$ cat src/hw/rtl/sicc_pkg.sv
// Package for the scan intensity cluster centroid block.
// Holds widths, register map, CORDIC constants and the controller/datapath command types.
`default_nettype none
package sicc_pkg;
    localparam int MaxSamples  = 2048;
    localparam int IdxW        = $clog2(MaxSamples);
    localparam int AngleBits   = 16;
    localparam int CordicSteps = 16;
    localparam int StepW       = $clog2(CordicSteps);
    localparam int CntW        = 12;
    localparam int SumW        = 29;
    localparam int OutW        = 17;
    localparam int CwW         = 34;
    localparam int QuoW        = 30;
    localparam int DivSteps    = 30;
    localparam int DivCntW     = 5;
    localparam logic signed [CwW-1:0] CordicGain = CwW'(652032874);

    localparam logic [15:0] LimitReset = 16'd3000;
    localparam logic [15:0] StartReset = 16'h8000;
    localparam logic [15:0] StepReset  = 16'd32;

    localparam logic [3:0] AddrLimit = 4'h0;
    localparam logic [3:0] AddrStart = 4'h4;
    localparam logic [3:0] AddrStep  = 4'h8;

    function automatic logic signed [CwW-1:0] atan_entry(input logic [StepW-1:0] i);
        logic signed [CwW-1:0] r;
        begin
            case (i)
                4'd0:  r = CwW'(536870912);
                4'd1:  r = CwW'(316933406);
                4'd2:  r = CwW'(167458907);
                4'd3:  r = CwW'(85004756);
                4'd4:  r = CwW'(42667331);
                4'd5:  r = CwW'(21354465);
                4'd6:  r = CwW'(10679838);
                4'd7:  r = CwW'(5340245);
                4'd8:  r = CwW'(2670163);
                4'd9:  r = CwW'(1335087);
                4'd10: r = CwW'(667544);
                4'd11: r = CwW'(333772);
                4'd12: r = CwW'(166886);
                4'd13: r = CwW'(83443);
                4'd14: r = CwW'(41721);
                default: r = CwW'(20860);
            endcase
            return r;
        end
    endfunction

    // Commands from controller to datapath
    typedef struct packed {
        logic load;
        logic cordic_start;
        logic cordic_step;
        logic mul_x;
        logic mul_y;
        logic accum;
        logic div_start;
        logic div_step;
        logic capture;
        logic index_adv;
    } sicc_cmd_t;

    // Status from datapath to controller
    typedef struct packed {
        logic above;
        logic last;
        logic open_after;
        logic cordic_done;
        logic div_done;
    } sicc_stat_t;
endpackage
`default_nettype wire

$ cat src/hw/rtl/scan_intensity_cluster_centroid_top.sv
// Top level: APB register file, controller and datapath.
// Depends on sicc_pkg, sicc_ctrl, sicc_datapath.
`default_nettype none
// One sample is taken at a time. A sample below the limit with no open cluster
// visits only decide and close; an above-limit sample adds 16 CORDIC iterations
// on one shared rotator plus the product and accumulate states; a sample that
// closes a cluster adds a bit-serial divide for both axes in parallel. The result
// register frees the input side while a result waits, unless a second result is
// ready before the first is taken. Registers at 0x0 limit, 0x4 start, 0x8 step.
module scan_intensity_cluster_centroid_top (
    input  wire logic        clk,
    input  wire logic        rst_n,
    input  wire logic        psel,
    input  wire logic        penable,
    input  wire logic        pwrite,
    input  wire logic [3:0]  paddr,
    input  wire logic [31:0] pwdata,
    output logic [31:0]      prdata,
    output logic             pready,
    input  wire logic        in_valid,
    output logic             in_stall,
    input  wire logic [15:0] range_mm,
    input  wire logic [15:0] intensity,
    input  wire logic        scan_last,
    output logic             out_valid,
    input  wire logic        out_stall,
    output logic signed [16:0] centroid_x,
    output logic signed [16:0] centroid_y,
    output logic [11:0]      point_count,
    output logic             closed_by_end
);
    import sicc_pkg::*;

    logic [15:0] limit_reg, start_reg, step_reg;
    sicc_cmd_t  cmd;
    sicc_stat_t stat;

    assign pready = 1'b1;

    // Register writes
    always_ff @(posedge clk or negedge rst_n)
    begin
        if (!rst_n)
        begin
            limit_reg <= LimitReset;
            start_reg <= StartReset;
            step_reg  <= StepReset;
        end
        else if (psel && penable && pwrite)
        begin
            unique case (paddr)
                AddrLimit: limit_reg <= pwdata[15:0];
                AddrStart: start_reg <= pwdata[15:0];
                AddrStep:  step_reg  <= pwdata[15:0];
                default: ;
            endcase
        end
    end

    // Register reads
    always_comb
    begin
        unique case (paddr)
            AddrLimit: prdata = {16'h0, limit_reg};
            AddrStart: prdata = {16'h0, start_reg};
            AddrStep:  prdata = {16'h0, step_reg};
            default:   prdata = '0;
        endcase
    end

    sicc_ctrl u_ctrl (
        .clk(clk), .rst_n(rst_n),
        .in_valid(in_valid), .in_stall(in_stall),
        .out_valid(out_valid), .out_stall(out_stall),
        .cmd(cmd), .stat(stat)
    );

    sicc_datapath u_dp (
        .clk(clk), .rst_n(rst_n), .cmd(cmd), .stat(stat),
        .range_mm(range_mm), .intensity(intensity), .scan_last(scan_last),
        .intensity_limit(limit_reg), .start_angle(start_reg), .angle_step(step_reg),
        .res_x(centroid_x), .res_y(centroid_y),
        .res_count(point_count), .res_end(closed_by_end)
    );
endmodule
`default_nettype wire

$ cat src/hw/rtl/sicc_datapath.sv
// Datapath: sample registers, sequential CORDIC, product stage, accumulators, divider.
// Depends on sicc_pkg.
`default_nettype none
module sicc_datapath (
    input  wire logic              clk,
    input  wire logic              rst_n,
    input  wire sicc_pkg::sicc_cmd_t cmd,
    output sicc_pkg::sicc_stat_t   stat,
    input  wire logic [15:0]       range_mm,
    input  wire logic [15:0]       intensity,
    input  wire logic              scan_last,
    input  wire logic [15:0]       intensity_limit,
    input  wire logic [15:0]       start_angle,
    input  wire logic [15:0]       angle_step,
    output logic signed [16:0]     res_x,
    output logic signed [16:0]     res_y,
    output logic [11:0]            res_count,
    output logic                   res_end
);
    import sicc_pkg::*;

    logic [15:0]            range_reg;
    logic                   above_reg, last_reg;
    logic [IdxW-1:0]        index_reg;
    logic [AngleBits-1:0]   angle_reg;
    logic                   flip_reg;
    logic signed [CwW-1:0]  cx_reg, cy_reg, cz_reg;
    logic [StepW-1:0]       step_reg;
    logic signed [17:0]     sin_reg;
    logic signed [35:0]     prod_reg;
    logic signed [SumW-1:0] sum_x_reg, sum_y_reg;
    logic [CntW-1:0]        size_reg;
    logic [QuoW-1:0]        qx_reg, qy_reg, rx_reg, ry_reg;
    logic                   nx_reg, ny_reg;
    logic [DivCntW-1:0]     dcnt_reg;
    logic [CntW-1:0]        dsz_reg;
    logic                   dend_reg;
    logic signed [16:0]     res_x_reg, res_y_reg;
    logic [11:0]            res_count_reg;
    logic                   res_end_reg;

    logic [31:0] phase;
    logic        flip_c;
    logic [31:0] phase_f;
    logic signed [CwW-1:0] shy, shx, at;
    logic signed [CwW-1:0] fx, fy;
    logic signed [17:0] q_x, q_y;
    logic signed [35:0] pt;
    logic signed [SumW-1:0] pt_ext;
    logic [QuoW-1:0] ax, ay, trx, try_;
    logic [QuoW:0] dx, dy;
    logic [AngleBits-1:0] ang_c;

    // Angle for the current sample
    assign ang_c = AngleBits'({{16{start_angle[15]}}, start_angle}
                   + 32'(index_reg) * 32'(angle_step));
    assign phase  = 32'(angle_reg) << (32 - AngleBits);
    assign flip_c = phase[31] ^ phase[30];
    assign phase_f = phase + (flip_c ? 32'h8000_0000 : 32'h0);

    assign shy = cy_reg >>> step_reg;
    assign shx = cx_reg >>> step_reg;
    assign at  = atan_entry(step_reg);

    assign fx = (cx_reg + CwW'(16384)) >>> 15;
    assign fy = (cy_reg + CwW'(16384)) >>> 15;
    assign q_x = flip_reg ? -18'(fx) : 18'(fx);
    assign q_y = flip_reg ? -18'(fy) : 18'(fy);

    // Truncate product toward zero by 2^15
    assign pt = prod_reg + ((prod_reg < 0) ? 36'sd32767 : 36'sd0);
    assign pt_ext = SumW'(pt >>> 15);

    assign ax = sum_x_reg[SumW-1] ? QuoW'(-sum_x_reg) : QuoW'(sum_x_reg);
    assign ay = sum_y_reg[SumW-1] ? QuoW'(-sum_y_reg) : QuoW'(sum_y_reg);
    assign dx = {rx_reg, qx_reg[QuoW-1]} - (QuoW+1)'(dsz_reg);
    assign dy = {ry_reg, qy_reg[QuoW-1]} - (QuoW+1)'(dsz_reg);
    assign trx = dx[QuoW] ? QuoW'({rx_reg, qx_reg[QuoW-1]}) : dx[QuoW-1:0];
    assign try_ = dy[QuoW] ? QuoW'({ry_reg, qy_reg[QuoW-1]}) : dy[QuoW-1:0];

    assign stat.above = above_reg;
    assign stat.last = last_reg;
    assign stat.open_after = (size_reg != '0) && (!above_reg || last_reg);
    assign stat.cordic_done = (step_reg == StepW'(CordicSteps - 1));
    assign stat.div_done = (dcnt_reg == DivCntW'(DivSteps - 1));

    // Control state: index and cluster count
    always_ff @(posedge clk or negedge rst_n)
    begin
        if (!rst_n)
        begin
            index_reg <= '0;
            size_reg  <= '0;
        end
        else
        begin
            if (cmd.index_adv)
                index_reg <= last_reg ? '0 : index_reg + 1'b1;
            if (cmd.accum)
                size_reg <= size_reg + 1'b1;
            if (cmd.div_start)
                size_reg <= '0;
        end
    end

    // Payload registers
    always_ff @(posedge clk)
    begin
        if (cmd.load)
        begin
            range_reg <= range_mm;
            above_reg <= intensity > intensity_limit;
            last_reg  <= scan_last || (index_reg == IdxW'(MaxSamples - 1));
            angle_reg <= ang_c;
        end
        if (cmd.cordic_start)
        begin
            flip_reg <= flip_c;
            cx_reg   <= CordicGain;
            cy_reg   <= '0;
            cz_reg   <= CwW'($signed(phase_f));
            step_reg <= '0;
        end
        if (cmd.cordic_step)
        begin
            if (cz_reg >= 0)
            begin
                cx_reg <= cx_reg - shy;
                cy_reg <= cy_reg + shx;
                cz_reg <= cz_reg - at;
            end
            else
            begin
                cx_reg <= cx_reg + shy;
                cy_reg <= cy_reg - shx;
                cz_reg <= cz_reg + at;
            end
            step_reg <= step_reg + 1'b1;
        end
        if (cmd.mul_x)
        begin
            sin_reg  <= q_y;
            prod_reg <= $signed({2'b0, range_reg}) * q_x;
        end
        if (cmd.mul_y)
        begin
            sum_x_reg <= sum_x_reg + pt_ext;
            prod_reg  <= $signed({2'b0, range_reg}) * sin_reg;
        end
        if (cmd.accum)
            sum_y_reg <= sum_y_reg + pt_ext;
        if (cmd.load && size_reg == '0)
        begin
            sum_x_reg <= '0;
            sum_y_reg <= '0;
        end
        if (cmd.div_start)
        begin
            qx_reg <= ax;
            qy_reg <= ay;
            rx_reg <= '0;
            ry_reg <= '0;
            nx_reg <= sum_x_reg[SumW-1];
            ny_reg <= sum_y_reg[SumW-1];
            dsz_reg <= size_reg;
            dend_reg <= above_reg;
            dcnt_reg <= '0;
        end
        if (cmd.div_step)
        begin
            rx_reg <= trx;
            ry_reg <= try_;
            qx_reg <= {qx_reg[QuoW-2:0], ~dx[QuoW]};
            qy_reg <= {qy_reg[QuoW-2:0], ~dy[QuoW]};
            dcnt_reg <= dcnt_reg + 1'b1;
        end
        if (cmd.capture)
        begin
            res_x_reg <= nx_reg ? -17'(qx_reg) : 17'(qx_reg);
            res_y_reg <= ny_reg ? -17'(qy_reg) : 17'(qy_reg);
            res_count_reg <= dsz_reg;
            res_end_reg <= dend_reg;
        end
    end

    assign res_x = res_x_reg;
    assign res_y = res_y_reg;
    assign res_count = res_count_reg;
    assign res_end = res_end_reg;

    // Cluster size never grows past the sample limit
    a_size_bound: assert property (@(posedge clk) disable iff (!rst_n)
        size_reg <= CntW'(MaxSamples))
        else $error("cluster size overflow");
    // Divider never starts on an empty cluster
    a_div_nonempty: assert property (@(posedge clk) disable iff (!rst_n)
        cmd.div_start |-> size_reg != '0)
        else $error("divide on empty cluster");
    // Index wraps after a last sample
    a_index_wrap: assert property (@(posedge clk) disable iff (!rst_n)
        (cmd.index_adv && last_reg) |=> index_reg == '0)
        else $error("index did not restart");
endmodule
`default_nettype wire

$ cat src/hw/rtl/sicc_ctrl.sv
// Controller state machine sequencing load, CORDIC, products, divide and output.
// Depends on sicc_pkg.
`default_nettype none
module sicc_ctrl (
    input  wire logic                 clk,
    input  wire logic                 rst_n,
    input  wire logic                 in_valid,
    output logic                      in_stall,
    output logic                      out_valid,
    input  wire logic                 out_stall,
    output sicc_pkg::sicc_cmd_t       cmd,
    input  wire sicc_pkg::sicc_stat_t stat
);
    import sicc_pkg::*;

    typedef enum logic [3:0] {
        S_IDLE, S_DECIDE, S_CORDIC, S_MULX, S_MULY, S_ACC, S_CLOSE, S_DIV, S_OUT
    } state_t;

    state_t state_reg, state_next;
    logic   out_valid_reg, out_valid_next;

    assign in_stall  = (state_reg != S_IDLE);
    assign out_valid = out_valid_reg;

    always_comb
    begin
        state_next = state_reg;
        out_valid_next = out_valid_reg && out_stall;
        cmd = '0;
        unique case (state_reg)
            S_IDLE:
            begin
                if (in_valid)
                begin
                    cmd.load = 1'b1;
                    state_next = S_DECIDE;
                end
            end
            S_DECIDE:
            begin
                if (stat.above)
                begin
                    cmd.cordic_start = 1'b1;
                    state_next = S_CORDIC;
                end
                else
                    state_next = S_CLOSE;
            end
            S_CORDIC:
            begin
                cmd.cordic_step = 1'b1;
                if (stat.cordic_done)
                    state_next = S_MULX;
            end
            S_MULX:
            begin
                cmd.mul_x = 1'b1;
                state_next = S_MULY;
            end
            S_MULY:
            begin
                cmd.mul_y = 1'b1;
                state_next = S_ACC;
            end
            S_ACC:
            begin
                cmd.accum = 1'b1;
                state_next = S_CLOSE;
            end
            S_CLOSE:
            begin
                if (stat.open_after)
                begin
                    cmd.div_start = 1'b1;
                    state_next = S_DIV;
                end
                else
                begin
                    cmd.index_adv = 1'b1;
                    state_next = S_IDLE;
                end
            end
            S_DIV:
            begin
                cmd.div_step = 1'b1;
                if (stat.div_done)
                    state_next = S_OUT;
            end
            S_OUT:
            begin
                // hold until the previous result has been taken
                if (!out_valid_reg || !out_stall)
                begin
                    cmd.capture = 1'b1;
                    cmd.index_adv = 1'b1;
                    out_valid_next = 1'b1;
                    state_next = S_IDLE;
                end
            end
            default: state_next = S_IDLE;
        endcase
    end

    always_ff @(posedge clk or negedge rst_n)
    begin
        if (!rst_n)
        begin
            state_reg <= S_IDLE;
            out_valid_reg <= 1'b0;
        end
        else
        begin
            state_reg <= state_next;
            out_valid_reg <= out_valid_next;
        end
    end

    // Result is never overwritten while stalled
    a_no_overwrite: assert property (@(posedge clk) disable iff (!rst_n)
        (out_valid && out_stall) |-> !cmd.capture)
        else $error("result overwritten");
    // Only one item in flight
    a_single: assert property (@(posedge clk) disable iff (!rst_n)
        cmd.load |-> state_reg == S_IDLE)
        else $error("load outside idle");
    // Divider runs only after a close decision
    a_div_seq: assert property (@(posedge clk) disable iff (!rst_n)
        cmd.div_start |=> state_reg == S_DIV)
        else $error("divider sequence broken");
endmodule
`default_nettype wire

$ cat config.mk
export PLATFORM = sky130hd
export DESIGN_NAME = scan_intensity_cluster_centroid_top
export DESIGN_NICKNAME = d
export VERILOG_FILES = /design/src/hw/rtl/sicc_pkg.sv /design/src/hw/rtl/scan_intensity_cluster_centroid_top.sv /design/src/hw/rtl/sicc_datapath.sv /design/src/hw/rtl/sicc_ctrl.sv
export SDC_FILE = /design/constraint.sdc
export NUM_CORES = 2
export LEC_CHECK = 0
export ABC_AREA = 1
export BUFFER_PORTS_ARGS = -buffer_cell sky130_fd_sc_hd__buf_2
export CAP_MARGIN = 40
export CORE_MARGIN = 2
export CORE_UTILIZATION = 49
export DETAILED_ROUTE_END_ITERATION = 12
export GPL_TIMING_DRIVEN = 1
export PLACE_DENSITY = 0.78
export SYNTH_ARGS = -nofsm -noshare
export SYNTH_HDL_FRONTEND = slang
export SYNTH_SLANG_ARGS = --single-unit
$ cat constraint.sdc
create_clock -name clk -period 7.15 [get_ports clk]
set_input_delay 1.0725 -clock clk [delete_from_list [all_inputs] [get_ports clk]]
set_output_delay 1.0725 -clock clk [all_outputs]
set_load 0.02 [all_outputs]
==> results.py <==
metrics = {
    "run_status": {
        "status": "complete, but fails checks",
        "violations": "setup timing",
    },
    "drt": {
        "vias_per_cell": 5.48,
        "wl_per_cell_um": 17.6,
        "routed_wl_mm": 197,
        "ant_nets": 0,
        "vias": 61189,
        "drt_iter0_drc": 5235,
        "firstDrtPassIters": 6,
        "drcViolationCount": 0,
    },
    "cts": {
        "cts_tree": "yes",
        "cts_buffer_depth": 3,
        "cts_htree_levels": 3,
        "cts_buffers": 71,
        "ctsHoldBuffers": 0,
        "worstSkewPairLatency_ns": 0.71,
        "numClockSinks": 545,
        "path_clk_slew_ns": 0.06,
        "cts_root_buf": "clkbuf_16",
    },
    "sta": {
        "layout_setup_ws_ns": -0.556,
        "worst_pin_slew_ns": 0.931,
        "period_share": 1.08,
        "rsz0062_at_grt": "yes",
        "setup_violations": 22,
        "min_period_ns": 7.71,
        "clock_skew_ns": 0.0732,
        "slew_viol_final": 0,
        "hold_viol_final": 0,
        "slew_headroom": 0.378,
        "timing.fmax_ghz": 0.130,
    },
    "die": {
        "core_um2": 137000,
        "die_area_um2": 141000,
        "chipHeight_um": 376,
        "start_util": 0.493,
        "row_count": 136,
        "die_w_um": 376,
        "ios": 158,
    },
    "final_layout": {
        "fin_cells": 11171,
        "seq_area_um2": 15100,
        "area_growth_pct": 12.9,
        "largest_register_ffs": 35,
        "mostFrequentLayoutCells": "nand2_1 (1928), inv_1 (1678), nor2_1 (706)",
        "final_nets": 10512,
        "final_common_cell": "nand2_1",
        "drive_gt1_frac": 0.101,
        "multiInputGateArea_um2": 46200,
        "fillers": 12295,
    },
    "synthesis": {
        "synth_area_leaders": "fa_1 (20%), edfxtp_1 (17%), nand2_1 (11%)",
        "synth_area_um2": 67700,
        "yosysWarnings": 0,
        "synth_top_area_cell": "fa_1",
        "synthArstFlopShare": 0.139,
        "synth_edf_count": 381,
        "netlist-cell-type-count": 61,
        "postSynthAreaPerCell_um2": 7.51,
        "ys_seq_area_frac": 0.223,
        "netlist_instances": 9020,
        "yosys.area.top_type_share": 0.200,
        "synth-seq-cells": 545,
        "synth_ff_type": "edfxtp_1",
    },
    "global_routing": {
        "use_met3": 0.0467,
        "grt_pass1_wl_mm": 315,
        "grt-busiest-layer": "met2",
        "grtUsageTotal": 0.277,
        "overflow": 0,
        "grt_max_degree": 105,
        "grtUsageMet2": 0.462,
        "antenna_found_initial": 4,
        "grt_pass1_vias": 60454,
        "met1_usage": 0.356,
    },
    "worst_setup_path": {
        "critPathTopFamily": "adder cells",
        "cp_slowest_stage_delay_ns": 0.60,
        "worstSetupPathType": "flip-flop to flip-flop",
        "worstSetupStartpointType": "flip-flop",
        "cp-end-kind": "flip-flop",
        "crit_slowest_cell": "fa_1",
        "critical_path_buf_inv_count": 11,
        "cp.arrival_ns": 8.09,
        "required_ns": 7.53,
        "path_max_fanout": 4,
    },
    "min_path": {
        "hold_class": "input port to asynchronous set/reset pin",
    },
    "placement": {
        "pre_cts_ws_ns": -0.579,
        "io_buffer_count": 124,
        "dp_hpwl_mm": 155,
        "dp.cells": 10973,
        "gp_congestion": 0.986,
    },
    "job": {
        "drv_cap": 0,
    },
}
## logic make-up after synthesis
kind of cell | count (synthesis) | share of synthesized area
and+or+nand+nor | 3586 | 0.220
buffers and inverters | 2040 | 0.115
AOI/OAI and AO/OA | 1337 | 0.108
adders and majority gates | 1121 | 0.282
DFF | 545 | 0.223
xor gates and xnor gates | 388 | 0.0503
other | 2 | 0.000111
muxes | 1 | 0.000148
## what timing repair did
item	in CTS	in global routing
gates cloned	2	0
pin swaps	129	120
endpoints found under the setup margin	23	24
gates resized for setup	191	125
setup buffers	42	26
## Yosys cell counts, types with 6 or more instances
cell type	count
or2_2	27
nand2_2	7
o221ai_1	21
buf_6	6
o21a_1	32
inv_1	1713
buf_4	21
dfstp_2	9
clkinv_1	7
nand2_1	1968
ha_1	445
edfxtp_1	381
clkbuf_1	218
a21oi_1	548
fa_1	676
nor3b_1	17
o21ai_0	518
a21boi_0	17
nor2_1	739
o21ai_1	14
nor3_1	97
buf_2	29
a31oi_1	39
nand3b_1	9
inv_2	10
o21bai_1	35
nor4_1	42
o22ai_1	6
dfxtp_1	88
a211oi_1	13
xor2_1	250
o211ai_1	24
nand3_1	561
a221oi_1	7
dfrtp_1	67
buf_1	36
nand4_1	92
nand3_2	8
xnor2_1	137
a21o_1	28
o31ai_1	15
## path summary, 6_finish.rpt
check	from	end	slack, ns	cells after the start
setup / recovery	u_dp.cx_reg[15]	u_dp.prod_reg[24]	-0.56	39
setup reg to reg	u_dp.cx_reg[15]	u_dp.prod_reg[24]	-0.56	39
hold / removal	rst_n	limit_reg[6]	0.32	1
hold reg to reg	u_dp.size_reg[4]	u_dp.dsz_reg[4]	0.45	0
min in group clk	u_dp.size_reg[4]	u_dp.dsz_reg[4]	0.45	0
max in group asynchronous	rst_n	u_ctrl.state_reg[2]	5.73	2
## worst reg2reg max path, delay by kind of cell, from the launching register on
| family | cells | cell delay (ns) |
|---|---|---|
| fa+ha+maj | 8 | 3.43 |
| simple gates | 15 | 1.75 |
| buf+inv | 11 | 1.24 |
| compound gates | 4 | 0.46 |
| flops | 1 | 0.38 |
| xor+xnor | 1 | 0.12 |
## routing by layer
| metal | wire length, µm | vias to the layer above |
|---|---|---|
| met1 | 79500 | 29071 |
| met2 | 92900 | 2488 |
| met3 | 16000 | 436 |
| met5 | 26 | - |
| met4 | 8280 | 4 |
| li1 | - | 29190 |
## cell type report
cell class                 instances  share of cell area
antenna                            3           0.0000982
clock buffer                      83              0.0249
clock inverter                    49             0.00719
inverter                        1730              0.0853
multi-input combinational       6450               0.604
sequential                       545               0.198
tap                             1794              0.0294
timing repair buffer             516              0.0514
timing repair inverter             1           0.0000982
## per-stage QoR
stage | TNS (ns) | hold WS (ns) | cell area (µm²) | utilization
2_1_floorplan | 0 | 0.400 | 67900 | -
3_3_place_gp | -5.84 | 0.441 | 72000 | 0.525
3_5_place_dp | -7.50 | 0.434 | 72200 | 0.526
4_1_cts | -4.06 | 0.302 | 75800 | 0.552
5_1_grt | -15.18 | 0.350 | 76400 | 0.557
6_report | -7.78 | 0.321 | 76400 | 0.557
Power is not shown: default switching activity piles up to over one toggle a cycle in this logic, so the estimate is an artifact.
